**src/sv/m2p_pkg.sv**
```systemverilog
// ----------------------------------------------------------------------------
// m2p_pkg
// Shared types, constants and the control store of the 2x2 matrix power unit.
// ----------------------------------------------------------------------------
package m2p_pkg;

  localparam int ElemBits = 32;
  localparam int ExpBits  = 31;
  localparam int Dim      = 2;
  localparam int NumSteps = 8;
  localparam int StepW    = $clog2(NumSteps);

  typedef logic [ElemBits-1:0]               elem_t;
  typedef elem_t [Dim-1:0][Dim-1:0]          mat_t;
  typedef elem_t [Dim-1:0][Dim-1:0][Dim-1:0] prod_t;
  typedef logic [ExpBits-1:0]                exp_t;
  typedef logic [StepW-1:0]                  step_t;

  // jump conditions; a false condition falls through to the next step
  typedef enum logic [2:0] {
    COND_NEVER,
    COND_ALWAYS,
    COND_NO_REQ,
    COND_EXP_ZERO,
    COND_BIT_CLR,
    COND_OUT_BUSY
  } cond_e;

  // second operand of the matrix product; the first is always the base
  typedef enum logic {
    OP_ACC,
    OP_BASE
  } opsel_e;

  typedef struct packed {
    cond_e  cond;
    step_t  target;
    logic   take_req;
    opsel_e sel;
    logic   mul;
    logic   wr_acc;
    logic   wr_base;
    logic   shift_exp;
    logic   wr_out;
  } uword_t;

  typedef struct packed {
    logic   in_ready;
    logic   load;
    opsel_e sel;
    logic   mul;
    logic   wr_acc;
    logic   wr_base;
    logic   shift_exp;
    logic   wr_out;
  } ctrl_t;

  typedef struct packed {
    logic exp_zero;
    logic exp_lsb;
  } status_t;

  localparam step_t StepIdle   = step_t'(0);
  localparam step_t StepTestZ  = step_t'(1);
  localparam step_t StepTestB  = step_t'(2);
  localparam step_t StepMulAcc = step_t'(3);
  localparam step_t StepWrAcc  = step_t'(4);
  localparam step_t StepMulSq  = step_t'(5);
  localparam step_t StepWrSq   = step_t'(6);
  localparam step_t StepDone   = step_t'(7);

  function automatic uword_t ucode(step_t step);
    uword_t w;
    w        = '0;
    w.cond   = COND_NEVER;
    w.target = StepIdle;
    w.sel    = OP_ACC;
    unique case (step)
      StepIdle: begin
        w.cond     = COND_NO_REQ;
        w.target   = StepIdle;
        w.take_req = 1'b1;
      end
      StepTestZ: begin
        w.cond   = COND_EXP_ZERO;
        w.target = StepDone;
      end
      StepTestB: begin
        w.cond   = COND_BIT_CLR;
        w.target = StepMulSq;
      end
      StepMulAcc: begin
        w.sel = OP_ACC;
        w.mul = 1'b1;
      end
      StepWrAcc: begin
        w.wr_acc = 1'b1;
      end
      StepMulSq: begin
        w.sel = OP_BASE;
        w.mul = 1'b1;
      end
      StepWrSq: begin
        w.wr_base   = 1'b1;
        w.shift_exp = 1'b1;
        w.cond      = COND_ALWAYS;
        w.target    = StepTestZ;
      end
      StepDone: begin
        w.cond   = COND_OUT_BUSY;
        w.target = StepDone;
        w.wr_out = 1'b1;
      end
      default: begin
        w.cond   = COND_ALWAYS;
        w.target = StepIdle;
      end
    endcase
    return w;
  endfunction

endpackage

```
**src/sv/m2p_seq.sv**
```systemverilog
// ----------------------------------------------------------------------------
// m2p_seq
// Step counter and control store: decodes one control word per cycle and
// evaluates its conditional jump.
// ----------------------------------------------------------------------------
module m2p_seq (
  input  logic             clk_i,
  input  logic             rst_ni,
  input  logic             in_valid_i,
  input  logic             out_busy_i,
  input  m2p_pkg::status_t status_i,
  output m2p_pkg::ctrl_t   ctrl_o
);
  import m2p_pkg::*;

  step_t  step_q, step_d;
  uword_t word;
  logic   jump;

  assign word = ucode(step_q);

  always_comb begin
    unique case (word.cond)
      COND_NEVER:    jump = 1'b0;
      COND_ALWAYS:   jump = 1'b1;
      COND_NO_REQ:   jump = !in_valid_i;
      COND_EXP_ZERO: jump = status_i.exp_zero;
      COND_BIT_CLR:  jump = !status_i.exp_lsb;
      COND_OUT_BUSY: jump = out_busy_i;
      default:       jump = 1'b1;
    endcase
  end

  always_comb begin
    step_d = jump ? word.target : step_t'(step_q + step_t'(1));
  end

  always_comb begin
    ctrl_o.in_ready  = word.take_req;
    ctrl_o.load      = word.take_req && in_valid_i;
    ctrl_o.sel       = word.sel;
    ctrl_o.mul       = word.mul;
    ctrl_o.wr_acc    = word.wr_acc;
    ctrl_o.wr_base   = word.wr_base;
    ctrl_o.shift_exp = word.shift_exp;
    // hold the result step while the output register is still occupied
    ctrl_o.wr_out    = word.wr_out && !out_busy_i;
  end

  always_ff @(posedge clk_i or negedge rst_ni) begin
    if (!rst_ni) begin
      step_q <= StepIdle;
    end else begin
      step_q <= step_d;
    end
  end

endmodule

```
**config.mk**
```make
export PLATFORM = sky130hd
export DESIGN_NAME = m2p_seq
export DESIGN_NICKNAME = d
export VERILOG_FILES = /design/src/sv/m2p_pkg.sv /design/src/sv/m2p_seq.sv
export SDC_FILE = /design/constraint.sdc
export NUM_CORES = 1
export LEC_CHECK = 0
export BUFFER_PORTS_ARGS = -buffer_cell sky130_fd_sc_hd__buf_2
export CORE_AREA = 2 2 39 41
export CTS_CLUSTER_SIZE = 28
export DETAILED_ROUTE_END_ITERATION = 8
export DIE_AREA = 0 0 41 43
export PLACE_DENSITY_LB_ADDON = 0.25
export SETUP_SLACK_MARGIN = 0.4
export SYNTH_ARGS = -nofsm -noshare
export SYNTH_HDL_FRONTEND = slang
export SYNTH_SLANG_ARGS = --single-unit
export TNS_END_PERCENT = 5
```
**constraint.sdc**
```tcl
create_clock -name clk_i -period 3.35 [get_ports clk_i]
set_input_delay 0.5025 -clock clk_i [delete_from_list [all_inputs] [get_ports clk_i]]
set_output_delay 0.5025 -clock clk_i [all_outputs]
set_load 0.1 [all_outputs]
```
After elaboration in Yosys (flattened, before gate mapping):

Index checks and enable logic that the tools add are counted.

* output and inout bits: 8
* register bits after elaboration: 3
* word-level logic and storage cells: 28
* bits of input ports: 6

* eq/ne operators: 11
* reductions and logical operators: 7
* $add $sub $neg: 1
* multiplexer cells: 8

Operators by type and width (count)
* 6-bit one-hot mux with 5 select lines: 1
* 3-bit equality test (second input constant): 6
* 3-bit by 2-bit equality test with 1-bit output (second input constant): 4
* 3-bit zero test: 2
* 1-bit one-hot mux with 5 select lines: 1
* 2-bit one-hot mux with 2 select lines: 1
* 3-bit by 1-bit adder with 3-bit output (second input constant): 1
* 3-bit by 1-bit equality test with 1-bit output (second input constant): 1
* 1-bit zero test: 3
* 1-bit two-way mux: 3
* 3-bit two-way mux: 1
* 1-bit logical AND: 2
* 2-bit two-way mux: 1

Depth between registers and ports, before layout:

* depth in word-level cells: 5
* gate-level depth with buffers: 7

Worst setup path after synthesis:

No wires, ideal clock.

* path kind: register -> output
* start: register step_q[0]
* end: output port ctrl_o[6] (netlist bit)
* cell stages (with the launch flop): 5
* slack: -0.129 ns
* data required time: 2.847 ns
* arrival: 2.977 ns
* path buffers: 0
* path through: dfrtp_1 -> inv_1 -> ha_1 -> nor2b_1 -> and2_1

RTL lines
* start, declared: line m2p_seq.sv:16 `step_t step_q, step_d;`
* start signal, assigned: line m2p_seq.sv:52 `step_q <= StepIdle;`
* start signal, assigned: line m2p_seq.sv:54 `step_q <= step_d;`
* end, declared: line m2p_seq.sv:12 `output m2p_pkg::ctrl_t ctrl_o`

==> impl_metrics.json <==
{
  "fp.dieW_um": 41,
  "clock-skew-final_ns": 0.002977,
  "n_antenna_cell": 0,
  "overflow": 0,
  "ys.warnings.count": 0,
  "nNetsFinal": 74,
  "die_h_um": 43,
  "path_clk_slew_ns": 0.04,
  "avgSynthCellArea_um2": 8.332,
  "cp.arrival_ns": 1.76,
  "clock_path_buffers": 2,
  "multi_input_area_um2": 295.3,
  "hold_buffers": 0,
  "pin_count": 14,
  "gp_congestion": 0.6687,
  "synth-seq-cells": 3,
  "syn-cell-area_um2": 391.6,
  "antenna_found_initial": 0,
  "dpl.hpwl_um": 671,
  "cp-end-kind": "primary output",
  "post_cts_buffers": 0,
  "synthCells": 47,
  "postRouteAntennaNets": 0,
  "cts_inserted_buffers": 3,
  "initial_utilization": 0.2830,
  "worst_slack_ns": 1.083,
  "dr.pass1.iters": 3,
  "cp.required_ns": 2.85,
  "hold_path.class": "primary input to asynchronous set/reset pin",
  "drt_wl_total_um": 845,
  "fin_cells": 78,
  "cts_max_level": 1,
  "tns_ns": 0,
  "grt_pass1_vias": 348,
  "period_needed_ns": 2.267,
  "wl_per_cell_um": 10.83,
  "synth_cell_types": 25,
  "top_register": "step_q",
  "fmax_mhz": 441.0,
  "drv_cap": 0,
  "core-area_um2": 1384,
  "maxSlewViolCount": 0,
  "worstPathMaxFanout": 7,
  "drive_above_1_share": 0.3871,
  "post-route-drc-count": 0,
  "criticalPathCategory": "flip-flop to primary output",
  "fillerInstances": 157,
  "final_util": 0.3562,
  "setup_viol": 0,
  "top_regs": "step_q: 3 flops",
  "dp_slack_ns": 1.296,
  "post-route-period-util": 0.6768,
  "cts_sinks": 3,
  "seq_area_um2": 75.07,
  "slew_headroom": 0.6763,
  "rsz0062_at_grt": "no",
  "grt_use_total": 0.1219,
  "syn-num-nets": 58,
  "die-area_um2": 1763,
  "outcome": "completed",
  "grt_max_degree": 15,
  "via_count": 359,
  "area_growth_pct": 25.88,
  "rows": 14,
  "place_inst": 74,
  "clk_latency_ns": 0.23,
  "startpoint_type": "flip-flop",
  "drt_iter0_drc": 4,
  "ctsResizeCount": 0,
  "io_buffers": 13,
  "largest_reg_flops": 3,
  "cts_root_buf": "clkbuf_4",
  "hold_viol_final": 0,
  "vias_per_cell": 4.603,
  "tightest_slew_ns": 0.4889,
  "grt_pass1_wl_um": 1483,
  "ys_seq_area_frac": 0.1917,
  "cts_tree": "yes"
}
logic make-up after synthesis:
kind of cell               count (synthesis)  synth area share
adders and majority gates                  5            0.1597
DFF                                        3            0.1917
buffers and inverters                      5           0.06070
muxes                                      1           0.03833
and+or+nand+nor                           24            0.3674
AOI/OAI and AO/OA                          9            0.1821
worst max-delay path: stages, from the launching register on:
cell	delay (ns)
dfrtp_1	0.36
ha_1	0.27
ha_1	0.32
nor2b_1	0.15
buf_2	0.42
routing by layer:
layer,vias up,global-route usage,routed length (um)
li1,190,-,-
met1,158,0.1591,417
met2,11,0.1875,382
met3,0,0.01571,46
met4,0,0.06000,0
met5,-,0,0
synthesized netlist by cell type, drive strengths merged:
| cell type | instances | area (um^2) |
|---|---|---|
| a21o | 2 | 16.27 |
| a21oi | 4 | 20.02 |
| and2 | 4 | 26.28 |
| and2b | 1 | 10.01 |
| and3b | 1 | 8.760 |
| buf | 2 | 12.51 |
| dfrtp | 3 | 75.07 |
| ha | 5 | 62.56 |
| inv | 3 | 11.26 |
| mux2 | 1 | 15.01 |
| nand2 | 1 | 3.750 |
| nand2b | 2 | 15.02 |
| nor2 | 7 | 26.28 |
| nor2b | 2 | 12.51 |
| nor3 | 3 | 20.02 |
| nor3b | 2 | 15.01 |
| nor4 | 1 | 6.260 |
| o21ai | 1 | 5.000 |
| o221ai | 1 | 8.760 |
| o311a | 1 | 21.27 |
layout make-up:
cell class              instances  share of cell area
clock buffers                   4             0.05330
inverters                       3             0.02284
multi-input cells              39              0.5990
flip-flops and latches          3              0.1523
well taps                      16             0.04061
repair buffers                 13              0.1320
cell usage in the layout (no fill, tap or decap), types with 2 or more instances in the layout:
cell | synthesis | final
dfrtp_1 | 3 | 3
a21oi_1 | 4 | 4
ha_1 | 5 | 5
nor3b_1 | 2 | 2
nor2_1 | 7 | 7
buf_2 | 1 | 13
and2_1 | 3 | 3
inv_1 | 3 | 3
clkbuf_4 | 0 | 3
nor3_1 | 2 | 2
through the flow:
stage / instance area, um^2 / hold WS (ns)
6_report: 493.0 / 0.05968
5_1_grt: 493.0 / 0.04938
4_1_cts: 493.0 / 0.05355
3_5_place_dp: 466.7 / 0.3001
3_3_place_gp: 466.7 / 0.3016
2_1_floorplan: 394.1 / 0.2069
path summary, 6_finish.rpt:
| path | cells after the start | slack [ns] | end | start |
|---|---|---|---|---|
| max | 4 | 1.08 | ctrl_o[0] | step_q[0] |
| min | 1 | 0.06 | step_q[2] | rst_ni |
| max reg2reg | 6 | 1.29 | step_q[1] | step_q[0] |
| min reg2reg | 3 | 0.66 | step_q[0] | step_q[0] |
| max in group asynchronous | 1 | 3.18 | step_q[1] | rst_ni |
| min in group clk_i | 3 | 0.66 | step_q[0] | step_q[0] |
Power is not shown: default switching activity piles up to over one toggle a cycle in this logic, so the estimate is an artifact.
